$ cat src/hdl/cesd_pkg.sv
// types, character codes and helpers shared by the escape decoder modules
package cesd_pkg;

	// one raw character of the literal body
	typedef struct packed {
		logic [7:0] in_char;
		logic       end_of_string;
	} item_t;

	// one decoded result
	typedef struct packed {
		logic [7:0] out_byte;
		logic       byte_valid;
		logic       last;
		logic       error;
	} result_t;

	// decode mode, one-hot
	typedef enum logic [3:0] {
		MODE_PLAIN = 4'b0001,
		MODE_ESC   = 4'b0010,
		MODE_OCT   = 4'b0100,
		MODE_HEX   = 4'b1000
	} mode_t;

	// decoder state carried between characters
	typedef struct packed {
		mode_t      mode;
		logic [1:0] digit_count;
		logic [7:0] escape_value;
		logic       hex_seen;
	} dec_state_t;

	// what one character leaves for the result queue
	typedef struct packed {
		result_t    res0;
		result_t    res1;
		logic [1:0] count;
	} dec_out_t;

	localparam int QUEUE_DEPTH = 4;
	localparam int QUEUE_AW    = $clog2(QUEUE_DEPTH);
	localparam int QUEUE_CW    = $clog2(QUEUE_DEPTH + 1);

	localparam logic [1:0] OCT_MAX_DIGITS = 2'd3;

	localparam dec_state_t STATE_RESET = '{
		mode:         MODE_PLAIN,
		digit_count:  2'd0,
		escape_value: 8'd0,
		hex_seen:     1'b0
	};

	localparam result_t RESULT_NONE = '{
		out_byte:   8'd0,
		byte_valid: 1'b0,
		last:       1'b0,
		error:      1'b0
	};

	// character codes
	localparam logic [7:0] CH_BACKSLASH = 8'h5C;
	localparam logic [7:0] CH_QUESTION  = 8'h3F;
	localparam logic [7:0] CH_SQUOTE    = 8'h27;
	localparam logic [7:0] CH_DQUOTE    = 8'h22;
	localparam logic [7:0] CH_LOWER_N   = 8'h6E;
	localparam logic [7:0] CH_LOWER_T   = 8'h74;
	localparam logic [7:0] CH_LOWER_V   = 8'h76;
	localparam logic [7:0] CH_LOWER_B   = 8'h62;
	localparam logic [7:0] CH_LOWER_R   = 8'h72;
	localparam logic [7:0] CH_LOWER_F   = 8'h66;
	localparam logic [7:0] CH_LOWER_A   = 8'h61;
	localparam logic [7:0] CH_LOWER_X   = 8'h78;
	localparam logic [7:0] CH_DIGIT_0   = 8'h30;
	localparam logic [7:0] CH_DIGIT_7   = 8'h37;
	localparam logic [7:0] CH_DIGIT_9   = 8'h39;
	localparam logic [7:0] CH_UPPER_A   = 8'h41;
	localparam logic [7:0] CH_UPPER_F   = 8'h46;
	localparam logic [7:0] CH_LOWER_F_HEX = 8'h66;

	// control byte values
	localparam logic [7:0] BYTE_NL  = 8'd10;
	localparam logic [7:0] BYTE_TAB = 8'd9;
	localparam logic [7:0] BYTE_VT  = 8'd11;
	localparam logic [7:0] BYTE_BS  = 8'd8;
	localparam logic [7:0] BYTE_CR  = 8'd13;
	localparam logic [7:0] BYTE_FF  = 8'd12;
	localparam logic [7:0] BYTE_BEL = 8'd7;

	// octal digit test
	function automatic logic is_oct(input logic [7:0] c);
		return (c >= CH_DIGIT_0) && (c <= CH_DIGIT_7);
	endfunction

	// hex digit test
	function automatic logic is_hex(input logic [7:0] c);
		return ((c >= CH_DIGIT_0) && (c <= CH_DIGIT_9)) ||
			((c >= CH_LOWER_A) && (c <= CH_LOWER_F_HEX)) ||
			((c >= CH_UPPER_A) && (c <= CH_UPPER_F));
	endfunction

	// hex digit value, letters add nine to their low nibble
	function automatic logic [3:0] hex_val(input logic [7:0] c);
		logic [3:0] v;
		if (c <= CH_DIGIT_9) begin
			v = c[3:0];
		end else begin
			v = c[3:0] + 4'd9;
		end
		return v;
	endfunction

endpackage

$ cat src/hdl/cesd_decode.sv
// next-state and result logic for one character of the literal
module cesd_decode (
	input  cesd_pkg::dec_state_t cur,
	input  cesd_pkg::item_t      item,
	output cesd_pkg::dec_state_t nxt,
	output cesd_pkg::dec_out_t   dout
);

	typedef struct packed {
		logic       hit;
		logic [7:0] value;
	} simple_t;

	// simple escape lookup
	function automatic simple_t simple_esc(input logic [7:0] c);
		simple_t s;
		s.hit = 1'b1;
		s.value = c;
		case (c)
			cesd_pkg::CH_LOWER_N:   s.value = cesd_pkg::BYTE_NL;
			cesd_pkg::CH_LOWER_T:   s.value = cesd_pkg::BYTE_TAB;
			cesd_pkg::CH_LOWER_V:   s.value = cesd_pkg::BYTE_VT;
			cesd_pkg::CH_LOWER_B:   s.value = cesd_pkg::BYTE_BS;
			cesd_pkg::CH_LOWER_R:   s.value = cesd_pkg::BYTE_CR;
			cesd_pkg::CH_LOWER_F:   s.value = cesd_pkg::BYTE_FF;
			cesd_pkg::CH_LOWER_A:   s.value = cesd_pkg::BYTE_BEL;
			cesd_pkg::CH_BACKSLASH: s.value = c;
			cesd_pkg::CH_QUESTION:  s.value = c;
			cesd_pkg::CH_SQUOTE:    s.value = c;
			cesd_pkg::CH_DQUOTE:    s.value = c;
			default:                s.hit = 1'b0;
		endcase
		return s;
	endfunction

	logic [7:0]         c;
	simple_t            simple;
	logic [1:0]         n;
	logic [1:0]         oct_cnt;
	cesd_pkg::result_t  res [2];

	assign c      = item.in_char;
	assign simple = simple_esc(c);

	// decode one character, then close the string if marked
	always_comb begin
		nxt     = cur;
		n       = 2'd0;
		res[0]  = cesd_pkg::RESULT_NONE;
		res[1]  = cesd_pkg::RESULT_NONE;
		oct_cnt = cur.digit_count + 2'd1;

		case (cur.mode)
			cesd_pkg::MODE_ESC: begin
				nxt.mode = cesd_pkg::MODE_PLAIN;
				if (simple.hit) begin
					res[n[0]] = '{out_byte: simple.value, byte_valid: 1'b1,
						last: 1'b0, error: 1'b0};
					n = n + 2'd1;
				end else if (c == cesd_pkg::CH_LOWER_X) begin
					nxt.mode         = cesd_pkg::MODE_HEX;
					nxt.escape_value = 8'd0;
					nxt.hex_seen     = 1'b0;
				end else if (cesd_pkg::is_oct(c)) begin
					nxt.mode         = cesd_pkg::MODE_OCT;
					nxt.escape_value = {5'd0, c[2:0]};
					nxt.digit_count  = 2'd1;
				end
			end
			cesd_pkg::MODE_OCT: begin
				if (cesd_pkg::is_oct(c)) begin
					nxt.escape_value = {cur.escape_value[4:0], c[2:0]};
					nxt.digit_count  = oct_cnt;
					// third digit closes the escape
					if (oct_cnt == cesd_pkg::OCT_MAX_DIGITS) begin
						res[n[0]] = '{out_byte: nxt.escape_value, byte_valid: 1'b1,
							last: 1'b0, error: 1'b0};
						n = n + 2'd1;
						nxt.mode        = cesd_pkg::MODE_PLAIN;
						nxt.digit_count = 2'd0;
					end
				end else begin
					res[n[0]] = '{out_byte: cur.escape_value, byte_valid: 1'b1,
						last: 1'b0, error: 1'b0};
					n = n + 2'd1;
					nxt.mode        = cesd_pkg::MODE_PLAIN;
					nxt.digit_count = 2'd0;
					if (c == cesd_pkg::CH_BACKSLASH) begin
						nxt.mode = cesd_pkg::MODE_ESC;
					end else begin
						res[n[0]] = '{out_byte: c, byte_valid: 1'b1,
							last: 1'b0, error: 1'b0};
						n = n + 2'd1;
					end
				end
			end
			cesd_pkg::MODE_HEX: begin
				if (cesd_pkg::is_hex(c)) begin
					nxt.escape_value = {cur.escape_value[3:0], cesd_pkg::hex_val(c)};
					nxt.hex_seen     = 1'b1;
				end else begin
					res[n[0]] = '{out_byte: cur.escape_value, byte_valid: 1'b1,
						last: 1'b0, error: 1'b0};
					n = n + 2'd1;
					nxt.mode     = cesd_pkg::MODE_PLAIN;
					nxt.hex_seen = 1'b0;
					if (c == cesd_pkg::CH_BACKSLASH) begin
						nxt.mode = cesd_pkg::MODE_ESC;
					end else begin
						res[n[0]] = '{out_byte: c, byte_valid: 1'b1,
							last: 1'b0, error: 1'b0};
						n = n + 2'd1;
					end
				end
			end
			default: begin
				if (c == cesd_pkg::CH_BACKSLASH) begin
					nxt.mode = cesd_pkg::MODE_ESC;
				end else begin
					res[n[0]] = '{out_byte: c, byte_valid: 1'b1,
						last: 1'b0, error: 1'b0};
					n = n + 2'd1;
				end
			end
		endcase

		// end of string: flush or flag a pending escape, mark the final result
		if (item.end_of_string) begin
			if ((nxt.mode == cesd_pkg::MODE_ESC) ||
				((nxt.mode == cesd_pkg::MODE_HEX) && !nxt.hex_seen)) begin
				res[n[0]] = '{out_byte: 8'd0, byte_valid: 1'b0,
					last: 1'b0, error: 1'b1};
				n = n + 2'd1;
			end else if ((nxt.mode == cesd_pkg::MODE_OCT) ||
				(nxt.mode == cesd_pkg::MODE_HEX)) begin
				res[n[0]] = '{out_byte: nxt.escape_value, byte_valid: 1'b1,
					last: 1'b0, error: 1'b0};
				n = n + 2'd1;
			end else if (n == 2'd0) begin
				res[0] = cesd_pkg::RESULT_NONE;
				n = 2'd1;
			end
			// n is one or two here, so the final result sits at n - 1
			res[~n[0]].last = 1'b1;
			nxt = cesd_pkg::STATE_RESET;
		end

		dout.res0  = res[0];
		dout.res1  = res[1];
		dout.count = n;
	end

endmodule

$ cat src/hdl/cesd_queue.sv
// small result queue: takes up to two results a cycle, gives one
module cesd_queue (
	input  logic                clk,
	input  logic                arst_n,
	input  logic                push,
	input  cesd_pkg::dec_out_t  din,
	output logic                has_room,
	output logic                res_valid,
	input  logic                res_ready,
	output cesd_pkg::result_t   res
);

	cesd_pkg::result_t              entry_q [cesd_pkg::QUEUE_DEPTH];
	logic [cesd_pkg::QUEUE_AW-1:0]  wr_q;
	logic [cesd_pkg::QUEUE_AW-1:0]  rd_q;
	logic [cesd_pkg::QUEUE_CW-1:0]  cnt_q;
	logic [cesd_pkg::QUEUE_CW-1:0]  push_n;
	logic                           pop;

	// room for the two results a character may produce
	assign has_room  = cnt_q <= cesd_pkg::QUEUE_CW'(cesd_pkg::QUEUE_DEPTH - 2);
	assign res_valid = cnt_q != '0;
	assign res       = entry_q[rd_q];
	assign pop       = res_valid && res_ready;
	assign push_n    = push ? cesd_pkg::QUEUE_CW'(din.count) : '0;

	// result storage
	always_ff @(posedge clk) begin
		if (push && (din.count != 2'd0)) begin
			entry_q[wr_q] <= din.res0;
		end
		if (push && (din.count == 2'd2)) begin
			entry_q[wr_q + cesd_pkg::QUEUE_AW'(1)] <= din.res1;
		end
	end

	// pointers and fill count
	always_ff @(posedge clk or negedge arst_n) begin
		if (!arst_n) begin
			wr_q  <= '0;
			rd_q  <= '0;
			cnt_q <= '0;
		end else begin
			wr_q  <= wr_q + push_n[cesd_pkg::QUEUE_AW-1:0];
			if (pop) begin
				rd_q <= rd_q + cesd_pkg::QUEUE_AW'(1);
			end
			cnt_q <= cnt_q + push_n - cesd_pkg::QUEUE_CW'(pop);
		end
	end

endmodule

$ cat src/hdl/c_escape_sequence_decoder.sv
// C string literal escape decoder, top level
// Takes one character of a literal body per cycle and delivers the decoded bytes, one
// result per cycle, through a four-entry result queue. A character produces zero, one
// or two results; the input accepts whenever the queue has room for two, so a stream
// of characters runs at one per cycle as long as results are taken at one per cycle
// and the string does not average more than one result per character. The escape state
// updates in the same cycle a character is accepted, so characters may follow each
// other back to back. The final result of each string carries last; error is set
// when the string ends on a lone backslash or on a hex marker with no digits.
module c_escape_sequence_decoder (
	input  logic               clk,
	input  logic               arst_n,
	input  logic               item_valid,
	output logic               item_ready,
	input  cesd_pkg::item_t    item,
	output logic               res_valid,
	input  logic               res_ready,
	output cesd_pkg::result_t  res
);

	cesd_pkg::dec_state_t state_q;
	cesd_pkg::dec_state_t state_nxt;
	cesd_pkg::dec_out_t   dout;
	logic                 accept;

	assign accept = item_valid && item_ready;

	// character decode
	cesd_decode u_decode (
		.cur  (state_q),
		.item (item),
		.nxt  (state_nxt),
		.dout (dout)
	);

	// escape state
	always_ff @(posedge clk or negedge arst_n) begin
		if (!arst_n) begin
			state_q <= cesd_pkg::STATE_RESET;
		end else if (accept) begin
			state_q <= state_nxt;
		end
	end

	// result queue
	cesd_queue u_queue (
		.clk       (clk),
		.arst_n    (arst_n),
		.push      (accept),
		.din       (dout),
		.has_room  (item_ready),
		.res_valid (res_valid),
		.res_ready (res_ready),
		.res       (res)
	);

endmodule
$ cat config.mk
export PLATFORM = sky130hd
export DESIGN_NAME = c_escape_sequence_decoder
export DESIGN_NICKNAME = d
export VERILOG_FILES = /design/src/hdl/cesd_pkg.sv /design/src/hdl/cesd_decode.sv /design/src/hdl/cesd_queue.sv /design/src/hdl/c_escape_sequence_decoder.sv
export SDC_FILE = /design/constraint.sdc
export NUM_CORES = 1
export LEC_CHECK = 0
export ABC_AREA = 0
export BUFFER_PORTS_ARGS = -buffer_cell sky130_fd_sc_hd__buf_2
export CORE_ASPECT_RATIO = 0.8
export CORE_MARGIN = 2
export CORE_UTILIZATION = 60
export CTS_BUF_LIST = sky130_fd_sc_hd__clkbuf_4 sky130_fd_sc_hd__clkbuf_8
export DETAILED_ROUTE_END_ITERATION = 10
export PLACE_DENSITY = 0.79
export SKIP_LAST_GASP = 1
export SYNTH_ARGS = -nofsm -noshare
export SYNTH_HDL_FRONTEND = slang
export SYNTH_SLANG_ARGS = --single-unit
$ cat constraint.sdc
create_clock -name clk -period 10.39 [get_ports clk]
set_input_delay 2.078 -clock clk [delete_from_list [all_inputs] [get_ports clk]]
set_output_delay 2.078 -clock clk [all_outputs]
set_load 0.01 [all_outputs]
Word level (Yosys, flattened, before mapping)

Memories as Yosys holds them, arrays and structs flattened.
Cells that the tools add are included.

RAM bits: 44
Logic and storage cells: 138
Register bits: 22
Input port bits: 13
Memories kept: 1
Output and inout bits: 13

Eq/ne operators: 23
Add/sub/neg operators: 8
Order comparisons: 12
Reduce and logical (&&, ||, !) cells: 22
Mux-type cells: 59
Bitwise logic cells: 6

Memory list:

| memory          | depth | bits a word | rd ports | clocked after memory_dff | write ports | line             | RTL |
|---|---|---|---|---|---|---|---|
| u_queue.entry_q | 4     | 11          | 1        | 0                        | 2           | cesd_queue.sv:13 | `cesd_pkg::result_t entry_q [cesd_pkg::QUEUE_DEPTH];` |

Operators with widths:

| operator             | count |
|---|---|
| $mux W11             | 9 |
| $mux W22             | 4 |
| $eq A8 B7 Y1 const B | 9 |
| $pmux W8 S7          | 1 |
| $bwmux W22           | 2 |
| $pmux W11 S3         | 1 |
| $mux W15             | 2 |
| $eq A8 B6 Y1 const B | 3 |
| $mux W2              | 12 |
| $mux W8              | 3 |
| $pmux W8 S3          | 1 |
| $demux W11 S1        | 2 |
| $pmux W11 S2         | 1 |
| $and A20 B20 Y20     | 1 |
| $not A20 Y20         | 1 |
| $ge A8 B7 Y1 const B | 2 |
| $le A8 B6 Y1 const B | 2 |
| $le A8 B7 Y1 const B | 2 |
| $mux W4              | 4 |
| $mux W13             | 1 |
| $mux W6              | 2 |
| $pmux W4 S3          | 1 |
| $logic_and A1 B1 Y1  | 11 |
| $reduce_or A11 Y1    | 1 |
| 28 further kinds     | 52 |

Logic depth before layout (Yosys ltp)

Gate-level depths: netlist (run 1).

Depth after elaboration: 19
Mapped depth: 20
Gate-level depth less buffers: 18

Hierarchy

A second synthesis (run 1) with hierarchy kept.

Cells, all modules: 485
Area total of the unflattened synthesis: 5107.4 µm²

Modules (own cells, without submodules):

| module                    | cells each | seq. area each (µm²) | area each (µm²) | instances |
|---|---|---|---|---|
| cesd_queue                | 154        | 1496.4               | 2602.5          | 1 |
| cesd_decode               | 298        | 0.0                  | 1904.3          | 1 |
| c_escape_sequence_decoder | 33         | 376.6                | 600.6           | 1 |

Worst setup path after synthesis (run 1)

OpenSTA, ideal clock, no wires.

Kind: input-to-reg
Start: input port item[1] (netlist bit)
End: memory u_queue.entry_q[0][0] (netlist bit), enable pin
Data arrival time: 5.971 ns
Buffers on the path: 2
Required time: 9.978 ns
Stages on the path: 15
Slack: 4.007 ns
Library setup time: 0.412 ns
Cells stage by stage: inv_1 ha_1 o21bai_1 a32o_1 a2111oi_2 o21a_1 buf_4 and2_1 clkbuf_1 inv_1 ha_1 nand2_1 o21ai_2 nor2b_1 o41ai_1

RTL lines:

| what            | line                            | RTL |
|---|---|---|
| start, declared | c_escape_sequence_decoder.sv:15 | `input cesd_pkg::item_t item,` |
| end, declared   | cesd_queue.sv:13                |  |

==> results of run 1 <==
[through the flow]
stage	setup slack [ps]	area (um2)
6_report	4060	5060
3_5_place_dp	3780	4860
4_1_cts	4120	5060
3_3_place_gp	3970	4860
5_1_grt	3800	5060
2_1_floorplan	4010	4710
[state kept, by name, summed over array words and instances (netlist names)]
register,flops
u_queue.entry_q,44
u_queue.cnt_q,3
u_queue.wr_q,2
u_queue.rd_q,2
state_q,15
[cell type report]
type	count	area [um2]	share of cell area, %
clock buffer	10	138	2.72
clock inverter	6	65.1	1.29
inverter	18	67.6	1.33
multi-input combinational	331	2640	52.1
sequential	66	1870	37.0
tap	105	131	2.60
timing repair buffer	28	148	2.92
[power by group through the flow]
stage / registers [mW] / clock network [mW] / logic [mW]
2_1_floorplan: 0.345 / 0 / 0.186
3_5_place_dp: 0.378 / 0 / 0.232
3_3_place_gp: 0.375 / 0 / 0.225
6_report: 0.374 / 0.226 / 0.232
4_1_cts: 0.373 / 0.226 / 0.233
5_1_grt: 0.381 / 0.237 / 0.255
[cells in the mapped netlist (5+ instances only)]
master     n
nor3_1    11
ha_1      10
a221o_1    7
a22oi_2    6
mux2i_1   34
nand3b_1   6
nand2_1   42
nand2b_1   7
edfxtp_1  44
mux4_2    11
a22o_1     7
inv_1     17
o21ai_0   24
buf_2      9
and2_1     5
o21a_1     9
o21ai_1    5
nor2_1    26
dfrtp_1   21
clkbuf_1   5
buf_4      7
a21oi_1   15
xor2_1     5
xnor2_1    6
[worst paths after layout]
kind / endpoint / slack, ps
max: u_queue.entry_q[3][0]$_DFFE_PP_ / 4060
min reg2reg: u_queue.cnt_q[2]$_DFF_PN0_ / 500
max in group asynchronous: state_q[6]$_DFFE_PN0P_ / 8300
max reg2reg: u_queue.entry_q[3][0]$_DFFE_PP_ / 5640
min in group asynchronous: state_q[9]$_DFFE_PN0P_ / 1700
min: u_queue.cnt_q[2]$_DFF_PN0_ / 500
[layer usage]
layer	share of wire (%)	vias to the layer above
met3	10	31
met1	43	1868
li1	-	1725
met5	0	-
met2	45	227
met4	2.0	0
[cells by family after synthesis]
family	Yosys count
simple gates	133
compound gates	130
flops	66
mux	46
buf+inv	44
xor+xnor	11
fa+ha+maj	11
[critical path: cells and delay by family]
family	cells	cell delay [ps]
buf+inv	2	290
fa+ha+maj	2	550
compound gates	6	1990
mux	1	140
simple gates	3	1260
==> results.yml, run 1 <==
clock_network:
  ctsResizeCount: 0
  cts_root_buffer: "clkbuf_8"
  cts_buffer_depth: 2
  cts_buffers: 9
  cts_setup_buffers: 0
  cts_max_level: 3
  clock_latency_ps: 350
  cts_num_sinks: 66
  clk_pin_slew_ps: 80
  hold_buffers: 0
  cts_tree: "yes"
placement:
  port_buffers: 25
  gp_congestion: 0.933
  dpl.hpwl_um: 8550
  dp_cells: 548
detailed_routing:
  avgViaCountPerCell: 6.83
  dr.pass1.iters: 8
  drt_iter0_markers: 358
  wl_um: 11900
  drc_errors: 0
  via_count: 3851
  wire_per_inst_um: 21.2
  drtAntennaViolNets: 0
power:
  p_leak_nw: 2.01
  clock_power_share_pct: 27.2
  switching_share_pct: 33.6
  power.density_mw_per_mm2: 164
  vdd_drop_max_uv: 99.8
  intPower_uw: 552
  power_frac_seq_pct: 44.9
  power_frac_comb_pct: 27.9
  finalPower_uw: 831
  p_switching_uw: 279
floorplanning:
  start_util_pct: 62.9
  die-height_um: 83.3
  num_io_pins: 26
  die_w_um: 103
  fp-row-count: 28
  core_area_mm2: 0.00750
  dieArea_mm2: 0.00859
min_path:
  hold_path.class: "flop to flop"
  hold_path_depth: 1
  hp-start: "u_queue.cnt_q[2]$_DFF_PN0_"
synthesis:
  yosysTopAreaCell: "edfxtp_1"
  synth_compound_area_share_pct: 22.2
  avgSynthCellArea_um2: 10.7
  synth_ff_type: "edfxtp_1"
  syn_nets: 465
  seq_area_frac_synth_pct: 39.7
  synth_top_area_share_pct: 28.0
  synth_mux_area_share_pct: 12.8
  post_synth_num_cell_types: 81
  synth_fa_ha_area_share_pct: 3.08
  synth_top_family_by_area: "compound AO/OA/AOI/OAI gates"
  synth_seq_cells: 66
  yosys_warnings: 0
  ys_top_cells_by_area: "edfxtp_1 28%, dfrtp_1 11%, mux2i_1 7.2%, mux4_2 5.3%, nand2_1 3.3%"
  synth-simple-area-share_pct: 15.7
  synth_edf_count: 44
  synthXorXnorAreaFrac_pct: 2.04
  syn_inst: 441
  async_flop_share_pct: 33.3
  synth_area_mm2: 0.00471
sta:
  hold_violations: 0
  rsz0062_at_grt: "false"
  fin_crit_ps: 6330
  drv_slew: 0
  period_share_pct: 61.0
  holdWs_ps: 503
  finClkSkew_ps: 16.9
  setup_tns_ps: 0
  tightest_slew_ps: 965
  slew_headroom_pct: 35.4
  setup_viol: 0
  max_freq_mhz: 158
final_layout:
  layout-drive-gt1-share_pct: 20.3
  final_common_cell: "edfxtp_1"
  syn_to_final_growth_pct: 7.35
  final_core_util_pct: 67.5
  finalNonFillerCells: 564
  nFillCells: 596
  final_cell_mix: "44 x edfxtp_1, 42 x nand2_1, 34 x mux2i_1"
  antenna_cells: 0
  final_nets: 478
worst_setup_path:
  cpMaxStageDelayCell: "nor2_1"
  reg2reg_depth: 11
  worstPathCellList: "buf_2 -> inv_1 -> ha_1 -> o21bai_1 -> a32o_1 -> a2111oi_2 -> o21a_1 -> and2_1 -> ha_1 -> nand2_1 -> a311o_1 -> o211ai_4 -> mux2i_1 -> nor2_1"
  cp_max_fo: 12
  r2r_start: "state_q[12]$_DFFE_PN0P_"
  start_kind: "input pin"
  path_class: "input pin to flop"
  crit_start: "item[1]"
  critPathMostFrequentCell: "ha_1"
  arrival_ps: 6310
  slowest_delay_ps: 770
  cp.required_ps: 10360
  endpoint_kind: "flop"
global_routing:
  grt_pass1_wl_um: 19000
  use_met1_pct: 43.8
  first_global_vias: 3599
  busiest_layer: "met1"
  grt-ovfl-total: 0
  track_usage_pct: 28.9
  grt_max_degree: 23
  antenna_found_initial: 0
  grt.met2_usage_pct: 41.1
  grt_use_met3_pct: 7.66
outcome:
  status: "complete, no violations"
run:
  cap_violations: 0
No activity file was read; power rests on OpenSTA's default activity.
==> inputs of run 2 (changes only) <==
==> constraint.sdc (replaced) <==
create_clock -name clk -period 6.45 [get_ports clk]
set_input_delay 1.29 -clock clk [delete_from_list [all_inputs] [get_ports clk]]
set_output_delay 1.29 -clock clk [all_outputs]
set_load 0.01 [all_outputs]
==> run 2 against run 1 <==
  * Final area up 0.32%
  * First-iteration DRC count down 1.1%
  * Non-clock buffer count rose by 2
  * Critical path depth unchanged
  * Utilization increased by 0.22 points
  * Routed wire length up 2.9%
  * Clock skew decreased by 1.2 ps
==> results.yml, run 2 (synthesized netlist as in run 1, its figures left out) <==
outcome:
  status: "complete, no violations"
global_routing:
  grt-ovfl-total: 0
  antenna_found_initial: 0
  grt_pass1_wl_um: 19800
  grt_max_degree: 23
  first_global_vias: 3757
  track_usage_pct: 30.4
power:
  power_frac_seq_pct: 44.7
  p_leak_nw: 2.01
  p_switching_uw: 452
  intPower_uw: 890
  clock_power_share_pct: 27.2
  switching_share_pct: 33.7
  vdd_drop_max_uv: 185
  power.density_mw_per_mm2: 264
  power_frac_comb_pct: 28.1
run:
  cap_violations: 0
sta:
  max_freq_mhz: 179
  setup_tns_ps: 0
  tightest_slew_ps: 952
  finClkSkew_ps: 15.7
  setup_viol: 0
  fin_crit_ps: 5600
  period_share_pct: 86.8
  drv_slew: 0
  slew_headroom_pct: 36.3
  hold_violations: 0
  layout_setup_ws_ps: 854
  rsz0062_at_grt: "false"
worst_setup_path:
  cpMaxStageDelayCell: "nor2_1"
  path_class: "input pin to flop"
  cp.required_ps: 6420
  slowest_delay_ps: 760
  reg2reg_depth: 11
  endpoint_kind: "flop"
  critPathTopFamily: "compound AO/OA/AOI/OAI gates"
  path_buf_inv: 2
  r2r_start: "state_q[12]$_DFFE_PN0P_"
  start_kind: "input pin"
  r2r-end: "u_queue.entry_q[3][5]$_DFFE_PP_"
  worstPathCellList: "buf_2 -> inv_1 -> ha_1 -> o21bai_1 -> a32o_1 -> a2111oi_2 -> o21a_1 -> and2_1 -> ha_1 -> nand2_1 -> a311o_1 -> o211ai_4 -> mux2i_1 -> nor2_1"
  arrival_ps: 5570
  cp_max_fo: 12
  critPathMostFrequentCell: "ha_1"
  r2r_slack_ps: 1580
floorplanning:
  dieArea_mm2: 0.00859
  die-height_um: 83.3
  start_util_pct: 62.9
  die_w_um: 103
  fp-row-count: 28
  num_io_pins: 26
  core_area_mm2: 0.00750
final_layout:
  antenna_cells: 0
  final_cell_mix: "44 x edfxtp_1, 42 x nand2_1, 34 x mux2i_1"
  layout-drive-gt1-share_pct: 20.6
  final_common_cell: "edfxtp_1"
  syn_to_final_growth_pct: 7.70
  final_core_util_pct: 67.7
  reg_top3: "u_queue.entry_q: 44 flops, state_q: 15 flops, u_queue.cnt_q: 3 flops"
  final_nets: 480
  top_register: "u_queue.entry_q"
  largest_reg_flops: 44
detailed_routing:
  wl_um: 12300
  via_count: 3857
  avgViaCountPerCell: 6.81
  topRoutingLayerUsed: "met4"
  wl_met1_um: 5270
  met3_wirelength_um: 1310
  drt_iter0_markers: 354
  wire_per_inst_um: 21.7
  dr.pass1.iters: 5
  dr_wl_met2_um: 5510
  drc_errors: 0
  drtAntennaViolNets: 0
placement:
  gp_congestion: 0.989
  dpl.hpwl_um: 8830
  dp_slack_ps: 578
  port_buffers: 25
min_path:
  hp-start: "u_queue.cnt_q[2]$_DFF_PN0_"
  whs_endpoint: "u_queue.cnt_q[2]$_DFF_PN0_"
  hold_path.class: "flop to flop"
  hold_path_depth: 1
clock_network:
  clk_pin_slew_ps: 80
  cts_setup_buffers: 0
  cts_tree: "yes"
  cts_root_buffer: "clkbuf_8"
  clock_latency_ps: 360
  cts_num_sinks: 66
  ctsResizeCount: 0
  cts_max_level: 3
  cts_buffer_depth: 2
  cts_buffers: 9
  hold_buffers: 0
==> run 2: metrics by stage <==
step	hold WS (ps)	total power [mW]	instances	instance area, um2
after floorplan	461	0.856	441	4710
after global placement	480	0.965	550	4870
after detailed placement	503	0.985	550	4870
after CTS	514	1.34	566	5080
after global routing	532	1.41	566	5080
final	505	1.34	566	5080
==> run 2: area by class of cell <==
cell class	instances	area [um2]
clock buffer	10	138
clock inverter	6	66.3
fill	575	2420
inverter	18	67.6
multi-input combinational	331	2640
sequential	66	1870
tap	105	131
timing repair buffer	30	163
==> run 2: worst max-delay path by stage <==
stage / slack [ps] / cells after the start / to / from
finish: 850 / 14 / u_queue.entry_q[3][5]$_DFFE_PP_ / item[1]
detailed placement: 580 / 14 / u_queue.entry_q[3][4]$_DFFE_PP_ / item[1]
CTS: 930 / 14 / u_queue.entry_q[3][0]$_DFFE_PP_ / item[1]
global route: 420 / 14 / u_queue.entry_q[3][5]$_DFFE_PP_ / item[1]
floorplan: 860 / 15 / u_queue.entry_q[0][0]$_DFFE_PP_ / item[1]
global placement: 790 / 18 / u_queue.cnt_q[2]$_DFF_PN0_ / item[1]
==> run 2: routing by layer <==
metal | global-route usage [%] | vias up
met5 | 0 | -
met3 | 8.42 | 20
li1 | - | 1732
met4 | 7.78 | 0
met2 | 43.9 | 227
met1 | 45.2 | 1878
==> run 2: power by group through the flow <==
| stage | Sequential [mW] | Clock, mW | Combinational, mW |
|---|---|---|---|
| 2_1_floorplan | 0.556 | 0 | 0.300 |
| 3_3_place_gp | 0.604 | 0 | 0.361 |
| 3_5_place_dp | 0.608 | 0 | 0.377 |
| 4_1_cts | 0.599 | 0.365 | 0.378 |
| 5_1_grt | 0.610 | 0.388 | 0.409 |
| 6_report | 0.599 | 0.365 | 0.377 |
==> inputs of run 3 (changes only) <==
--- a/config.mk
+++ b/config.mk
@@ -6,12 +6,12 @@
 export NUM_CORES = 1
 export LEC_CHECK = 0
 export ABC_AREA = 0
-export BUFFER_PORTS_ARGS = -buffer_cell sky130_fd_sc_hd__buf_2
 export CORE_ASPECT_RATIO = 0.8
 export CORE_MARGIN = 2
 export CORE_UTILIZATION = 60
 export CTS_BUF_LIST = sky130_fd_sc_hd__clkbuf_4 sky130_fd_sc_hd__clkbuf_8
 export DETAILED_ROUTE_END_ITERATION = 10
+export DONT_BUFFER_PORTS = 1
 export PLACE_DENSITY = 0.79
 export SKIP_LAST_GASP = 1
 export SYNTH_ARGS = -nofsm -noshare
==> constraint.sdc (replaced) <==
create_clock -name clk -period 5.1 [get_ports clk]
set_input_delay 1.02 -clock clk [delete_from_list [all_inputs] [get_ports clk]]
set_output_delay 1.02 -clock clk [all_outputs]
set_load 0.01 [all_outputs]
==> run 3 against run 2 <==
  * Final cell count shrank 3.0%
  * Combinational power rose by 9.0%
  * Setup slack got worse by 430 ps
  * Sequential power up 26%
  * Sequential share of layout area unchanged
  * Critical path type unchanged
  * Worst hold slack lost 130 ps
  * Via count fell by 2.2%
  * Flip-flop and latch count is the same
  * Highest routed layer unchanged
  * Count of clock-buffer cells in the layout did not move
  * Critical endpoint is now u_queue.entry_q[3][2]$_DFFE_PP_
  * Total power increased by 31%
  * Final area stayed put
  * Non-clock buffer count fell by 17
  * Largest power group unchanged
==> results.yml, run 3 (synthesized netlist as in run 1, its figures left out) <==
outcome:
  status: "complete, no violations"
worst_setup_path:
  endpoint_kind: "flop"
  critPathMostFrequentCell: "ha_1"
  path_class: "input pin to flop"
  worst-path-stages: 13
  path_buf_inv: 1
  slowest_delay_ps: 780
  cpMaxStageDelayCell: "nor2_1"
  start_kind: "input pin"
  critPathTopFamily: "compound AO/OA/AOI/OAI gates"
  worstPathCellList: "inv_1 -> ha_1 -> o21bai_1 -> a32o_1 -> a2111oi_2 -> o21a_1 -> and2_1 -> ha_1 -> nand2_1 -> a311o_1 -> o211ai_4 -> mux2i_1 -> nor2_1"
  reg2reg_depth: 11
  arrival_ps: 4620
  cp_max_fo: 11
  cp.required_ps: 5050
floorplanning:
  die-height_um: 83.3
  start_util_pct: 62.9
  num_io_pins: 26
  dieArea_mm2: 0.00859
  fp-row-count: 28
  core_area_mm2: 0.00750
  die_w_um: 103
detailed_routing:
  drt_iter0_markers: 346
  dr.pass1.iters: 5
  wire_per_inst_um: 22.0
  drc_errors: 0
  via_count: 3771
  wl_um: 12100
  drtAntennaViolNets: 0
  avgViaCountPerCell: 6.87
final_layout:
  final_cell_mix: "44 x edfxtp_1, 42 x nand2_1, 34 x mux2i_1"
  largest_reg_flops: 44
  final_nets: 463
  final_core_util_pct: 67.7
  syn_to_final_growth_pct: 7.70
  antenna_cells: 0
  layout-drive-gt1-share_pct: 17.6
  top_register: "u_queue.entry_q"
  reg_top3: "u_queue.entry_q: 44 flops, state_q: 15 flops, u_queue.cnt_q: 3 flops"
  final_common_cell: "edfxtp_1"
global_routing:
  track_usage_pct: 29.3
  grt.met2_usage_pct: 44.4
  grt_pass1_wl_um: 19300
  antenna_found_initial: 0
  grt_use_met3_pct: 6.57
  grt_max_degree: 23
  grt-ovfl-total: 0
  use_met1_pct: 43.4
  busiest_layer: "met2"
  first_global_vias: 3654
power:
  vdd_drop_max_uv: 208
  p_leak_nw: 2.00
  power.density_mw_per_mm2: 346
  finalPower_mw: 1.76
sta:
  drv_slew: 0
  fin_crit_ps: 4670
  tightest_slew_ps: 979
  layout_setup_ws_ps: 426
  hold_violations: 0
  rsz0062_at_grt: "false"
  setup_tns_ps: 0
  max_freq_mhz: 214
  finClkSkew_ps: 14.0
  slew_headroom_pct: 34.5
  setup_viol: 0
  period_share_pct: 91.7
clock_network:
  clk_pin_slew_ps: 80
  clock_latency_ps: 330
  cts_max_level: 3
  hold_buffers: 0
  cts_buffers: 9
  cts_tree: "yes"
  cts_num_sinks: 66
  ctsResizeCount: 0
  cts_setup_buffers: 0
  cts_buffer_depth: 2
  cts_root_buffer: "clkbuf_8"
placement:
  gp_congestion: 0.959
  dp_slack_ps: 165
  dpl.hpwl_um: 8740
  port_buffers: 0
run:
  cap_violations: 0
min_path:
  hold_path.class: "input pin to asynchronous set/reset pin"
## run 3: cell count changes in the layout (fill, tap and decap cells not counted), sizes merged
cell / delta
inv: +1
clkinvlp: -3
bufinv: +3
clkinv: -1
buf: -17
## run 3: cell type report
type                       instances  area (um2)
sequential                        66        1870
multi-input combinational        331        2640
clock inverter                     6         138
tap                              105         131
inverter                          18        67.6
timing repair buffer              13        97.6
clock buffer                      10         131
fill                             610        2420
## run 3: metal layers
| metal | share of wire, % | vias to the layer above |
|---|---|---|
| li1 | - | 1695 |
| met1 | 43 | 1845 |
| met2 | 46 | 218 |
| met3 | 10 | 13 |
| met4 | 0.95 | 0 |
| met5 | 0 | - |
## run 3: worst paths after layout
path / startpoint / slack (ps) / end
max: item[1] / 430 / u_queue.entry_q[3][2]$_DFFE_PP_
max reg2reg: state_q[12]$_DFFE_PN0P_ / 680 / u_queue.entry_q[3][2]$_DFFE_PP_
min: arst_n / 370 / u_queue.wr_q[1]$_DFF_PN0_
min in group clk: state_q[10]$_DFFE_PN0P_ / 510 / state_q[10]$_DFFE_PN0P_
max in group asynchronous: arst_n / 4560 / state_q[11]$_DFFE_PN1P_
min reg2reg: state_q[10]$_DFFE_PN0P_ / 510 / state_q[10]$_DFFE_PN0P_
## run 3: power breakdown
group | internal, mW | total (mW) | switching, mW
Clock | 0.383 | 0.591 | 0.209
Combinational | 0.189 | 0.411 | 0.222
Sequential | 0.658 | 0.756 | 0.0982
Total | 1.23 | 1.76 | 0.528
## run 3: metrics by stage
step | cells | hold slack [ps] | instance area, um2
after floorplan | 441 | 461 | 4720
after global routing | 549 | 356 | 5080
after CTS | 549 | 366 | 5080
after detailed placement | 533 | 499 | 4810
after global placement | 533 | 485 | 4810
final | 549 | 371 | 5080
